===== src/sv/mmsc_pkg.sv =====
// ----------------------------------------------------------------------------
// mmsc_pkg
// types, codes and check arithmetic shared by the serial check unit
// ----------------------------------------------------------------------------
`default_nettype none

package mmsc_pkg;

	// scheme codes held in the mode register
	typedef enum logic [2:0] {
		MODE_CCITT16 = 3'd0,
		MODE_CRC9    = 3'd1,
		MODE_CRC32   = 3'd2,
		MODE_CRC7    = 3'd3,
		MODE_CRC8    = 3'd4,
		MODE_SUM31   = 3'd5
	} crc_mode_t;

	localparam int unsigned MODE_W  = 3;
	localparam int unsigned APB_AW  = 3;
	localparam int unsigned APB_DW  = 32;
	localparam int unsigned CHECK_W = 32;

	// register index, taken from byte address bit 2
	localparam logic REG_CRC_MODE = 1'b0;

	localparam logic [15:0] POLY_CCITT16 = 16'h1021;
	localparam logic [8:0]  POLY_CRC9    = 9'h059;
	localparam logic [31:0] POLY_CRC32   = 32'h04C1_1DB7;
	localparam logic [6:0]  POLY_CRC7    = 7'h27;
	localparam logic [7:0]  POLY_CRC8    = 8'h07;
	localparam logic [15:0] XOR_CCITT16  = 16'hFFFF;
	localparam logic [8:0]  XOR_CRC9     = 9'h1FF;
	localparam logic [4:0]  SUM_MODULUS  = 5'd31;

	// one input transfer held in the input stage
	typedef struct packed {
		logic valid;
		logic data_bit;
		logic last_bit;
	} bit_item_t;

	// one shift of the crc register; bits above the scheme width are cleared
	function automatic logic [31:0] crc_next(input logic [31:0] r, input logic b,
			input logic [2:0] m);
		logic [31:0] n;
		n = r;
		case (m)
			MODE_CCITT16: begin
				n = {16'b0, r[14:0], 1'b0};
				if (r[15] ^ b) n[15:0] = n[15:0] ^ POLY_CCITT16;
			end
			MODE_CRC9: begin
				n = {23'b0, r[7:0], 1'b0};
				if (r[8] ^ b) n[8:0] = n[8:0] ^ POLY_CRC9;
			end
			MODE_CRC32: begin
				n = {r[30:0], 1'b0};
				if (r[31] ^ b) n = n ^ POLY_CRC32;
			end
			MODE_CRC7: begin
				n = {25'b0, r[5:0], 1'b0};
				if (r[6] ^ b) n[6:0] = n[6:0] ^ POLY_CRC7;
			end
			MODE_CRC8: begin
				n = {24'b0, r[6:0], 1'b0};
				if (r[7] ^ b) n[7:0] = n[7:0] ^ POLY_CRC8;
			end
			default: n = r;
		endcase
		return n;
	endfunction

	// (s + v) mod 31 for s below 31, using 32 = 1 mod 31
	function automatic logic [4:0] sum_mod31(input logic [4:0] s, input logic [7:0] v);
		logic [8:0] t;
		logic [5:0] f;
		t = {4'b0, s} + {1'b0, v};
		f = {2'b0, t[8:5]} + {1'b0, t[4:0]};
		if (f >= {1'b0, SUM_MODULUS}) f = f - {1'b0, SUM_MODULUS};
		return f[4:0];
	endfunction

	// finished check value, right aligned
	function automatic logic [31:0] check_out(input logic [31:0] r, input logic [4:0] s,
			input logic [2:0] m);
		logic [31:0] v;
		case (m)
			MODE_CCITT16: v = {16'b0, r[15:0] ^ XOR_CCITT16};
			MODE_CRC9:    v = {23'b0, r[8:0] ^ XOR_CRC9};
			MODE_CRC32:   v = {r[7:0], r[15:8], r[23:16], r[31:24]};
			MODE_CRC7:    v = {25'b0, r[6:0]};
			MODE_CRC8:    v = {24'b0, r[7:0]};
			MODE_SUM31:   v = {27'b0, s};
			default:      v = '0;
		endcase
		return v;
	endfunction

endpackage

`default_nettype wire


===== src/sv/mmsc_bit_if.sv =====
// ----------------------------------------------------------------------------
// mmsc_bit_if
// message bit channel: valid/ready with data bit and last marker
// ----------------------------------------------------------------------------
`default_nettype none

interface mmsc_bit_if;
	logic valid;
	logic ready;
	logic data_bit;
	logic last_bit;

	modport source (output valid, output data_bit, output last_bit, input ready);
	modport sink (input valid, input data_bit, input last_bit, output ready);
endinterface

`default_nettype wire


===== src/sv/mmsc_res_if.sv =====
// ----------------------------------------------------------------------------
// mmsc_res_if
// result channel: valid/ready with the finished check value
// ----------------------------------------------------------------------------
`default_nettype none

interface mmsc_res_if;
	logic        valid;
	logic        ready;
	logic [31:0] check_value;

	modport source (output valid, output check_value, input ready);
	modport sink (input valid, input check_value, output ready);
endinterface

`default_nettype wire


===== src/sv/mmsc_cfg.sv =====
// ----------------------------------------------------------------------------
// mmsc_cfg
// apb register slave holding the scheme select
// ----------------------------------------------------------------------------
`default_nettype none

module mmsc_cfg
	import mmsc_pkg::*;
(
	input  wire logic              clk,
	input  wire logic              arst_n,
	input  wire logic              psel,
	input  wire logic              penable,
	input  wire logic              pwrite,
	input  wire logic [APB_AW-1:0] paddr,
	input  wire logic [APB_DW-1:0] pwdata,
	output logic      [APB_DW-1:0] prdata,
	output logic                   pready,
	output logic      [MODE_W-1:0] crc_mode
);

	logic [MODE_W-1:0] mode_q;
	logic              hit;

	assign hit    = (paddr[2] == REG_CRC_MODE);
	assign pready = 1'b1;

	always_ff @(posedge clk or negedge arst_n) begin
		if (!arst_n) begin
			mode_q <= MODE_CCITT16;
		end else if (psel && penable && pwrite && pready && hit) begin
			mode_q <= pwdata[MODE_W-1:0];
		end
	end

	// paddr[1:0] are byte lanes inside the word
	always_comb begin
		prdata = '0;
		if (hit) prdata[MODE_W-1:0] = mode_q;
	end

	assign crc_mode = mode_q;

	logic unused_addr;
	assign unused_addr = ^paddr[1:0];

endmodule

`default_nettype wire


===== src/sv/mmsc_engine.sv =====
// ----------------------------------------------------------------------------
// mmsc_engine
// check state, single-pass update per bit and result register
// ----------------------------------------------------------------------------
`default_nettype none

module mmsc_engine
	import mmsc_pkg::*;
(
	input  wire logic               clk,
	input  wire logic               arst_n,
	input  wire logic [MODE_W-1:0]  crc_mode,
	input  wire bit_item_t          item_s1,
	input  wire logic               advance,
	output logic                    res_valid,
	output logic      [CHECK_W-1:0] check_value
);

	logic [31:0] shift_q, shift_n;
	logic [7:0]  byte_q, byte_n;
	logic [2:0]  pos_q, pos_n;
	logic [4:0]  sum_q, sum_n;
	logic        valid_s2;
	logic [CHECK_W-1:0] value_s2;
	logic        take;

	assign take = item_s1.valid && advance;

	always_comb begin
		shift_n = crc_next(shift_q, item_s1.data_bit, crc_mode);
		byte_n  = byte_q;
		pos_n   = pos_q;
		sum_n   = sum_q;
		if (crc_mode == MODE_SUM31) begin
			byte_n = {byte_q[6:0], item_s1.data_bit};
			if (pos_q == 3'd7) begin
				sum_n  = sum_mod31(sum_q, byte_n);
				byte_n = '0;
				pos_n  = '0;
			end else begin
				pos_n = pos_q + 3'd1;
			end
		end
	end

	always_ff @(posedge clk or negedge arst_n) begin
		if (!arst_n) begin
			shift_q <= '0;
			byte_q  <= '0;
			pos_q   <= '0;
			sum_q   <= '0;
		end else if (take) begin
			if (item_s1.last_bit) begin
				shift_q <= '0;
				byte_q  <= '0;
				pos_q   <= '0;
				sum_q   <= '0;
			end else begin
				shift_q <= shift_n;
				byte_q  <= byte_n;
				pos_q   <= pos_n;
				sum_q   <= sum_n;
			end
		end
	end

	// result register; it only moves when empty or being taken
	always_ff @(posedge clk or negedge arst_n) begin
		if (!arst_n) begin
			valid_s2 <= 1'b0;
		end else if (advance) begin
			valid_s2 <= item_s1.valid && item_s1.last_bit;
		end
	end

	always_ff @(posedge clk) begin
		if (take && item_s1.last_bit) value_s2 <= check_out(shift_n, sum_n, crc_mode);
	end

	assign res_valid   = valid_s2;
	assign check_value = value_s2;

endmodule

`default_nettype wire


===== src/sv/multi_mode_serial_crc_unit.sv =====
// ----------------------------------------------------------------------------
// multi_mode_serial_crc_unit
// bit-serial check engine: crc-16 ccitt, crc-9, crc-32, crc-7, crc-8, byte sum mod 31
// ----------------------------------------------------------------------------
// dout.valid rises once a last_bit transfer accepted into the input register has moved on
// into the result register; a held result can delay that move
// throughput: one bit per cycle while no result is held, set by the shift update in the engine
// a held result does not stop input: the input stage keeps taking bits until both
// the input register and the result register are full
// reset (arst_n low): mode returns to ccitt16, check state cleared, no result pending
`default_nettype none

module multi_mode_serial_crc_unit
	import mmsc_pkg::*;
(
	input  wire logic              clk,
	input  wire logic              arst_n,
	mmsc_bit_if.sink               din,
	mmsc_res_if.source             dout,
	input  wire logic              psel,
	input  wire logic              penable,
	input  wire logic              pwrite,
	input  wire logic [APB_AW-1:0] paddr,
	input  wire logic [APB_DW-1:0] pwdata,
	output logic      [APB_DW-1:0] prdata,
	output logic                   pready
);

	logic [MODE_W-1:0] crc_mode;
	bit_item_t         item_s1;
	logic              res_valid;
	logic              advance;

	// scheme select register
	mmsc_cfg u_cfg (
		.clk      (clk),
		.arst_n   (arst_n),
		.psel     (psel),
		.penable  (penable),
		.pwrite   (pwrite),
		.paddr    (paddr),
		.pwdata   (pwdata),
		.prdata   (prdata),
		.pready   (pready),
		.crc_mode (crc_mode)
	);

	// the input stage drains whenever the result register is free or being taken
	assign advance   = !res_valid || dout.ready;
	assign din.ready = !item_s1.valid || advance;

	// input register: one accepted transfer waits here for the engine
	always_ff @(posedge clk or negedge arst_n) begin
		if (!arst_n) begin
			item_s1 <= '0;
		end else if (din.ready) begin
			item_s1.valid <= din.valid;
			if (din.valid) begin
				item_s1.data_bit <= din.data_bit;
				item_s1.last_bit <= din.last_bit;
			end
		end
	end

	// check state and result register
	mmsc_engine u_engine (
		.clk         (clk),
		.arst_n      (arst_n),
		.crc_mode    (crc_mode),
		.item_s1     (item_s1),
		.advance     (advance),
		.res_valid   (res_valid),
		.check_value (dout.check_value)
	);

	assign dout.valid = res_valid;

endmodule

`default_nettype wire


===== src/flat_wrapper.sv =====
// flat-port wrapper written by rule: the top's interface ports become plain ports
module multi_mode_serial_crc_unit_flat import mmsc_pkg::*;
  (clk, arst_n, psel, penable, pwrite, paddr, pwdata, prdata, pready, din_valid, din_data_bit, din_last_bit, din_ready, dout_valid, dout_check_value, dout_ready);
  mmsc_bit_if din_i ();
  mmsc_res_if dout_i ();
  input  wire logic clk;
  input  wire logic arst_n;
  input  wire logic psel;
  input  wire logic penable;
  input  wire logic pwrite;
  input  wire logic [APB_AW-1:0] paddr;
  input  wire logic [APB_DW-1:0] pwdata;
  output logic      [APB_DW-1:0] prdata;
  output logic pready;
  input wire logic [$bits(din_i.valid)-1:0] din_valid;
  input wire logic [$bits(din_i.data_bit)-1:0] din_data_bit;
  input wire logic [$bits(din_i.last_bit)-1:0] din_last_bit;
  output wire logic [$bits(din_i.ready)-1:0] din_ready;
  output wire logic [$bits(dout_i.valid)-1:0] dout_valid;
  output wire logic [$bits(dout_i.check_value)-1:0] dout_check_value;
  input wire logic [$bits(dout_i.ready)-1:0] dout_ready;
  assign din_i.valid = din_valid;
  assign din_i.data_bit = din_data_bit;
  assign din_i.last_bit = din_last_bit;
  assign din_ready = din_i.ready;
  assign dout_valid = dout_i.valid;
  assign dout_check_value = dout_i.check_value;
  assign dout_i.ready = dout_ready;
  multi_mode_serial_crc_unit u_core (.clk(clk), .arst_n(arst_n), .din(din_i), .dout(dout_i), .psel(psel), .penable(penable), .pwrite(pwrite), .paddr(paddr), .pwdata(pwdata), .prdata(prdata), .pready(pready));
endmodule

===== config.mk =====
export PLATFORM = sky130hd
export DESIGN_NAME = multi_mode_serial_crc_unit_flat
export DESIGN_NICKNAME = d
export VERILOG_FILES = /design/src/sv/mmsc_pkg.sv /design/src/sv/mmsc_bit_if.sv /design/src/sv/mmsc_res_if.sv /design/src/sv/mmsc_cfg.sv /design/src/sv/mmsc_engine.sv /design/src/sv/multi_mode_serial_crc_unit.sv /design/src/flat_wrapper.sv
export SDC_FILE = /design/constraint.sdc
export NUM_CORES = 1
export LEC_CHECK = 0
export ABC_AREA = 1
export BUFFER_PORTS_ARGS = -buffer_cell sky130_fd_sc_hd__buf_4
export CAP_MARGIN = 20
export CELL_PAD_IN_SITES_DETAIL_PLACEMENT = 2
export CELL_PAD_IN_SITES_GLOBAL_PLACEMENT = 2
export CORE_ASPECT_RATIO = 1.75
export CORE_MARGIN = 10
export CORE_UTILIZATION = 32
export CTS_CLUSTER_DIAMETER = 80
export DETAILED_ROUTE_END_ITERATION = 7
export PLACE_DENSITY_LB_ADDON = 0.1
export SETUP_SLACK_MARGIN = 0.2
export SYNTH_ARGS = -nofsm -noshare
export SYNTH_HDL_FRONTEND = slang
export SYNTH_HIERARCHICAL = 1
export SYNTH_SLANG_ARGS = --single-unit

===== constraint.sdc =====
create_clock -name clk -period 4.56 [get_ports clk]
set_input_delay 0.684 -clock clk [delete_from_list [all_inputs] [get_ports clk]]
set_output_delay 0.684 -clock clk [all_outputs]
set_load 0.05 [all_outputs]

==> impl_metrics.toml, run 1 <==
[outcome]
outcome = "completed"

[worst_hold_path]
min_path_type = "in2async"

[sta]
skew_ns = 0.008918
headroom_to_the_max_slew_limit = 0.4677
max_freq_ghz = 0.2619
min_period_over_period = 0.8374
setup_repair_after_global_routing_missed_its_margin = "no"
post-route-min-period_ns = 3.818
final_setup_violation_count = 0
transition_time_at_the_pin_with_the_least_slew_margin_ns = 0.7956
finalHoldWorstSlack_ns = 0.3978
final-max-slew-violation-count = 0
hold_viol = 0
finalSetupTns_ns = 0

[die]
initial_core_util = 0.3236
core_sq_um = 15240
die_area_sq_um = 20980
dieWidth_microns = 113.9
design.portCount = 111
die_y_microns = 184.2
floorplan.rows = 60

[layout]
final_common_cell = "nand2_1"
final_nets = 711
area_added_between_synthesis_and_finish_pct = 15.83
layout-drive-gt1-share = 0.1459
leading_cell_types_in_the_layout_fill_and_taps_excluded = "130 x nand2_1, 79 x inv_1, 53 x buf_4, 53 x dfrtp_1, 46 x o21ai_0"
finalNonFillerCells = 844
antenna_cells_inserted = 0

[clock_tree]
post_cts.repair.setup_buffers = 0
clockRootBuffer = "clkbuf_16"
cts_tree = "yes"
clock-sinks = 86
clk_latency_ns = 0.34
cts.reportedPaths.clkPinSlew_ns = 0.07
cts.htree.levels = 3
cts_made_buffers = 9
cts_max_path_buffers = 2

[placement]
gp_congestion = 0.8277
detailed_place_hpwl_mm = 12.58
buffer_ports.inserted = 49
place.detailed.instances = 826

[yosys]
seq_area_frac_synth = 0.4688
synth_cell_type_count = 39
syn_area_per_cell_sq_um = 8.179
synth_seq_cells = 86
dominantRegCellSynth = "dfrtp_1"
synth_async_sr_flop_share = 0.6279
netlist_instances = 603
ys_warn_count = 6
synth-edff-count = 32
synthesis.area_sq_um = 4932

[routing]
drtPass1Iterations = 4
vias_per_cell = 5.027
post-route-drc-count = 0
dr_total_vias = 4243
detail-route-antenna-nets = 0
drt-total-wl_mm = 16.65
drt-initial-drc-count = 158
avgRoutedWirePerCell_microns = 19.72

[worst_setup_path]
cpMostUsedCell = "nand2_1"
critical_path.slowest_cell = "fa_1"
cpPeakStageDelay_ns = 0.61
cp_cell_sequence = "ha_1 > fa_1 > nand2_1 > nand2_1 > nand3_1 > nand2_1 > nand2_1 > nand2_1 > nand2_1 > inv_1 > fa_1 > ha_1 > nand3_1 > nor2_1 > nand2_1 > nand2_1 > nand2_1 > nand2_1 > nand2_1 > nand3_1 > nand2_1"
startpoint_class = "flop"
type_of_element_capturing_the_critical_path = "flop"
cp_data_required_time_ns = 4.66
crit_type = "reg2reg"
arrival_worst_endpoint_ns = 3.92
critical_path_peak_fanout = 9

[power]
design_power_total_mw = 2.482
p_leak_nw = 2.657
power_density_nw_per_um2 = 434.5
ir_drop_mv = 0.1833

[global_routing]
first_pass_grt_wire_length_mm = 27.17
grt_max_degree = 55
groute.usage.overall = 0.1635
initial_antenna_violation_count = 0
global_route.overflow_total = 0
grt_pass1_vias = 5044

[flow_run]
drv.max_cap_violation_count = 0
## worst paths after layout
kind	slack, ns	endpoint	start	cells after the start
max	0.74	u_core/u_engine/check_value[2]	u_core/item_s1[1]	21
max in group asynchronous	3.59	u_core/item_s1[1]	arst_n	1
max reg2reg	0.74	u_core/u_engine/check_value[2]	u_core/item_s1[1]	21
min	0.40	u_core/u_engine/shift_q[18]	arst_n	1
min in group clk	0.50	u_core/u_engine/pos_q[0]	u_core/u_engine/pos_q[0]	1
min reg2reg	0.50	u_core/u_engine/pos_q[0]	u_core/u_engine/pos_q[0]	1
## state kept, by name, indices dropped and copies added (netlist names)
register and count:
u_core/item_s1 3, u_core/u_cfg/crc_mode 3, u_core/u_engine/pos_q 3, u_core/u_engine/shift_q 32, u_core/u_engine/res_valid 1, u_core/u_engine/sum_q 5
u_core/u_engine/check_value 32, u_core/u_engine/byte_q 7
## area by class of cell
class / instances / area (sq um)
inverters: 85 / 319.1
clock buffers: 12 / 256.5
multi-input cells: 416 / 2132
well taps: 186 / 232.7
flip-flops and latches: 86 / 2313
fillers: 1794 / 9527
clock inverters: 4 / 28.78
repair buffers: 55 / 430.4
## synth_stat cells, drive strengths merged, types with 2 or more instances
| master | count | share of area |
|---|---|---|
| fa | 2 | 0.0081 |
| o21bai | 2 | 0.0030 |
| edfxtp | 32 | 0.19 |
| o22ai | 33 | 0.042 |
| o211ai | 6 | 0.0091 |
| clkbuf | 11 | 0.0084 |
| nor3 | 4 | 0.0041 |
| ha | 12 | 0.030 |
| nand3 | 48 | 0.053 |
| buf | 33 | 0.049 |
| dfrtp | 54 | 0.27 |
| nor2 | 50 | 0.044 |
| o21ai | 50 | 0.051 |
| inv | 85 | 0.065 |
| nand2 | 135 | 0.11 |
| xor2 | 4 | 0.0071 |
| or2 | 4 | 0.0051 |
| a21oi | 22 | 0.022 |
| nand4 | 3 | 0.0038 |
| conb | 2 | 0.0015 |
| xnor2 | 3 | 0.0053 |
## metrics by stage
stage                 util  cell area [sq um]  setup slack [ns]
floorplan                -               5037             1.362
global placement    0.3539               5394            0.6668
detailed placement  0.3539               5394            0.5578
CTS                 0.3727               5679            0.5576
global route        0.3749               5713            0.2909
finish              0.3749               5713            0.7416
## critical path, delay by kind of cell (launching register included)
kind / cells / cell delay [ns]
adder cells (fa/ha/maj): 4 / 1.53
buffers and inverters: 1 / 0.08
AND/OR/NAND/NOR: 16 / 1.45
flip-flops: 1 / 0.51
## timing repair
item | 4_1_cts | 5_1_grt
endpoints found under the setup margin | 0 | 2
resized for setup | 0 | 1
hold buffers | 0 | 0
hold endpoints to repair | 0 | 0
## where the power goes
part / switching, mW / internal, mW / total (mW) / leakage (nW)
combinational: 0.596 / 0.206 / 0.802 / 1.48
clock: 0.311 / 0.401 / 0.712 / 0.135
sequential: 0.0632 / 0.906 / 0.969 / 1.04
## per-layer routing
layer	track usage	routed length, microns	vias up
met2	0.3295	9925	52
li1	-	-	2034
met1	0.1577	5937	2140
met3	0.02962	414	17
met5	0	0	-
met4	0.05385	367	0
## kinds of logic after synthesis
group	after synthesis	synth area share
and+or+nand+nor	246	0.2189
buffers and inverters	129	0.1218
AOI/OAI and AO/OA	118	0.1360
DFF	86	0.4688
adders and majority gates	14	0.03856
xor gates and xnor gates	7	0.01243
other	2	0.001523
muxes	1	0.002030
Power figures use the tool's default switching activity.
==> run 2: changes to the inputs <==
Clock period 4.56 ns to 3.8 ns, I/O delays scaled along.
==> run 2 against run 1 <==
Flip-flop and latch count unchanged. Worst hold slack worse by 0.13 ns. Sequential share of layout area down 1.5 points. Critical path depth unchanged. Largest power group unchanged.
==> impl_metrics.toml, run 2 (synthesis results as in run 1) <==
[outcome]
outcome = "completed"

[sta]
finalHoldWorstSlack_ns = 0.2633
setup_repair_after_global_routing_missed_its_margin = "no"
skew_ns = 0.008294
headroom_to_the_max_slew_limit = 0.4828
final_setup_violation_count = 0
postLayoutSetupSlackWorst_ns = 0.4349
hold_viol = 0
post-route-min-period_ns = 3.365
transition_time_at_the_pin_with_the_least_slew_margin_ns = 0.7758
min_period_over_period = 0.8856
final-max-slew-violation-count = 0
finalSetupTns_ns = 0
max_freq_ghz = 0.2972

[routing]
drtPass1Iterations = 4
avgRoutedWirePerCell_microns = 19.49
post-route-drc-count = 0
drt-total-wl_mm = 16.65
drt-initial-drc-count = 114
dr_total_vias = 4341
detail-route-antenna-nets = 0
vias_per_cell = 5.083

[worst_setup_path]
startpoint_class = "flop"
ff2ff_path_depth = 21
type_of_element_capturing_the_critical_path = "flop"
arrival_worst_endpoint_ns = 3.46
cpMostUsedCell = "nand2_1"
cp_data_required_time_ns = 3.90
reg2reg_setup_slack_ns = 0.43
cpPeakStageDelay_ns = 0.63
critical_path.slowest_cell = "fa_2"
critical_path_peak_fanout = 6
timing.rr.start = "u_core/item_s1[1]"
crit_type = "reg2reg"
worstPathBufferInverterCount = 1
cp_cell_sequence = "ha_4 > fa_2 > nand2_2 > nand2_1 > nand3_2 > nand2_2 > nand2_1 > nand2_1 > nand2_1 > inv_2 > fa_2 > ha_4 > nand3_2 > nor2_4 > nand2_2 > nand2_4 > nand2_1 > nand2_2 > nand2_2 > nand3_1 > nand2_1"
crit_path_leading_delay_family = "adder cells"
regToRegEndpoint = "u_core/u_engine/check_value[2]"

[clock_tree]
cts_made_buffers = 9
cts.reportedPaths.clkPinSlew_ns = 0.07
clock-sinks = 86
cts_max_path_buffers = 2
cts.htree.levels = 3
cts_hold_repair.buffers = 0
cts_tree = "yes"
clockRootBuffer = "clkbuf_16"
clk_latency_ns = 0.34

[die]
dieWidth_microns = 113.9
die_y_microns = 184.2
core_sq_um = 15240
floorplan.rows = 60
initial_core_util = 0.3236
design.portCount = 111
die_area_sq_um = 20980

[layout]
final_common_cell = "nand2_1"
leading_cell_types_in_the_layout_fill_and_taps_excluded = "121 x nand2_1, 78 x inv_1, 64 x buf_4"
area_added_between_synthesis_and_finish_pct = 20.57
antenna_cells_inserted = 0
layout-drive-gt1-share = 0.1991
final_nets = 721

[power]
relative_contribution_of_sequential_cells_to_total_power = 0.377
p_leak_nw = 2.706
power.internal_mw = 1.913
power.share.clock = 0.305
switchingPower_mw = 1.169
swShare = 0.3793
ir_drop_mv = 0.2126
power_density_nw_per_um2 = 518.2
combPwrFrac = 0.318

[global_routing]
grt_max_degree = 55
first_pass_grt_wire_length_mm = 27.05
initial_antenna_violation_count = 0
global_route.overflow_total = 0
groute.usage.overall = 0.1632
grt_pass1_vias = 4972

[worst_hold_path]
min_path_type = "in2async"

[flow_run]
drv.max_cap_violation_count = 0

[placement]
gp_congestion = 0.8117
buffer_ports.inserted = 49
place_ws_ns = -0.1005
detailed_place_hpwl_mm = 12.46
[run 2: cell type report]
cell class                 instances  area, sq um
fill                            1760         9293
sequential                        86         2317
multi-input combinational        416         2248
timing repair buffer              65        508.0
inverter                          85        319.1
clock buffer                      12        267.8
tap                              186        232.7
clock inverter                     4        53.80
[run 2: worst max path at each step]
stage,start,end,depth (start not counted)
finish,u_core/item_s1[1],u_core/u_engine/check_value[2],21
floorplan,u_core/u_engine/byte_q[1],u_core/u_engine/check_value[3],19
global placement,u_core/u_engine/sum_q[2],u_core/u_engine/check_value[2],19
global route,u_core/item_s1[1],u_core/u_engine/check_value[3],21
detailed placement,u_core/u_engine/sum_q[2],u_core/u_engine/check_value[2],19
CTS,u_core/u_engine/sum_q[2],u_core/u_engine/check_value[2],19
[run 2: repair_timing]
item | CTS | global route
pin swaps | 1 | 12
hold endpoints to repair | 0 | 0
setup buffers | 1 | 7
gates resized for setup | 8 | 27
endpoints found under the setup margin | 10 | 10
gates cloned | 0 | 0
[run 2: power by group through the flow]
stage,Sequential [mW],Combinational [mW],Clock [mW]
after floorplan,1.28,0.560,0
after CTS,1.16,0.976,0.967
after global routing,1.17,1.08,1.01
after detailed placement,1.18,0.965,0
after global placement,1.17,0.947,0
final,1.16,0.979,0.941
[run 2: through the flow]
step / cells / util / area, sq um / power, mW
final: 854 / 0.3902 / 5947 / 3.082
after floorplan: 631 / - / 5037 / 1.843
after global routing: 854 / 0.3902 / 5947 / 3.260
after CTS: 846 / 0.3785 / 5768 / 3.105
after global placement: 829 / 0.3554 / 5416 / 2.119
after detailed placement: 829 / 0.3554 / 5416 / 2.143
[run 2: metal layers]
layer | vias to the layer above | global-route usage | part of all wire
met3 | 32 | 0.02669 | 0.025
met5 | - | 0 | 0
met1 | 2185 | 0.1622 | 0.37
met2 | 69 | 0.3166 | 0.57
met4 | 0 | 0.07348 | 0.034
li1 | 2055 | - | -
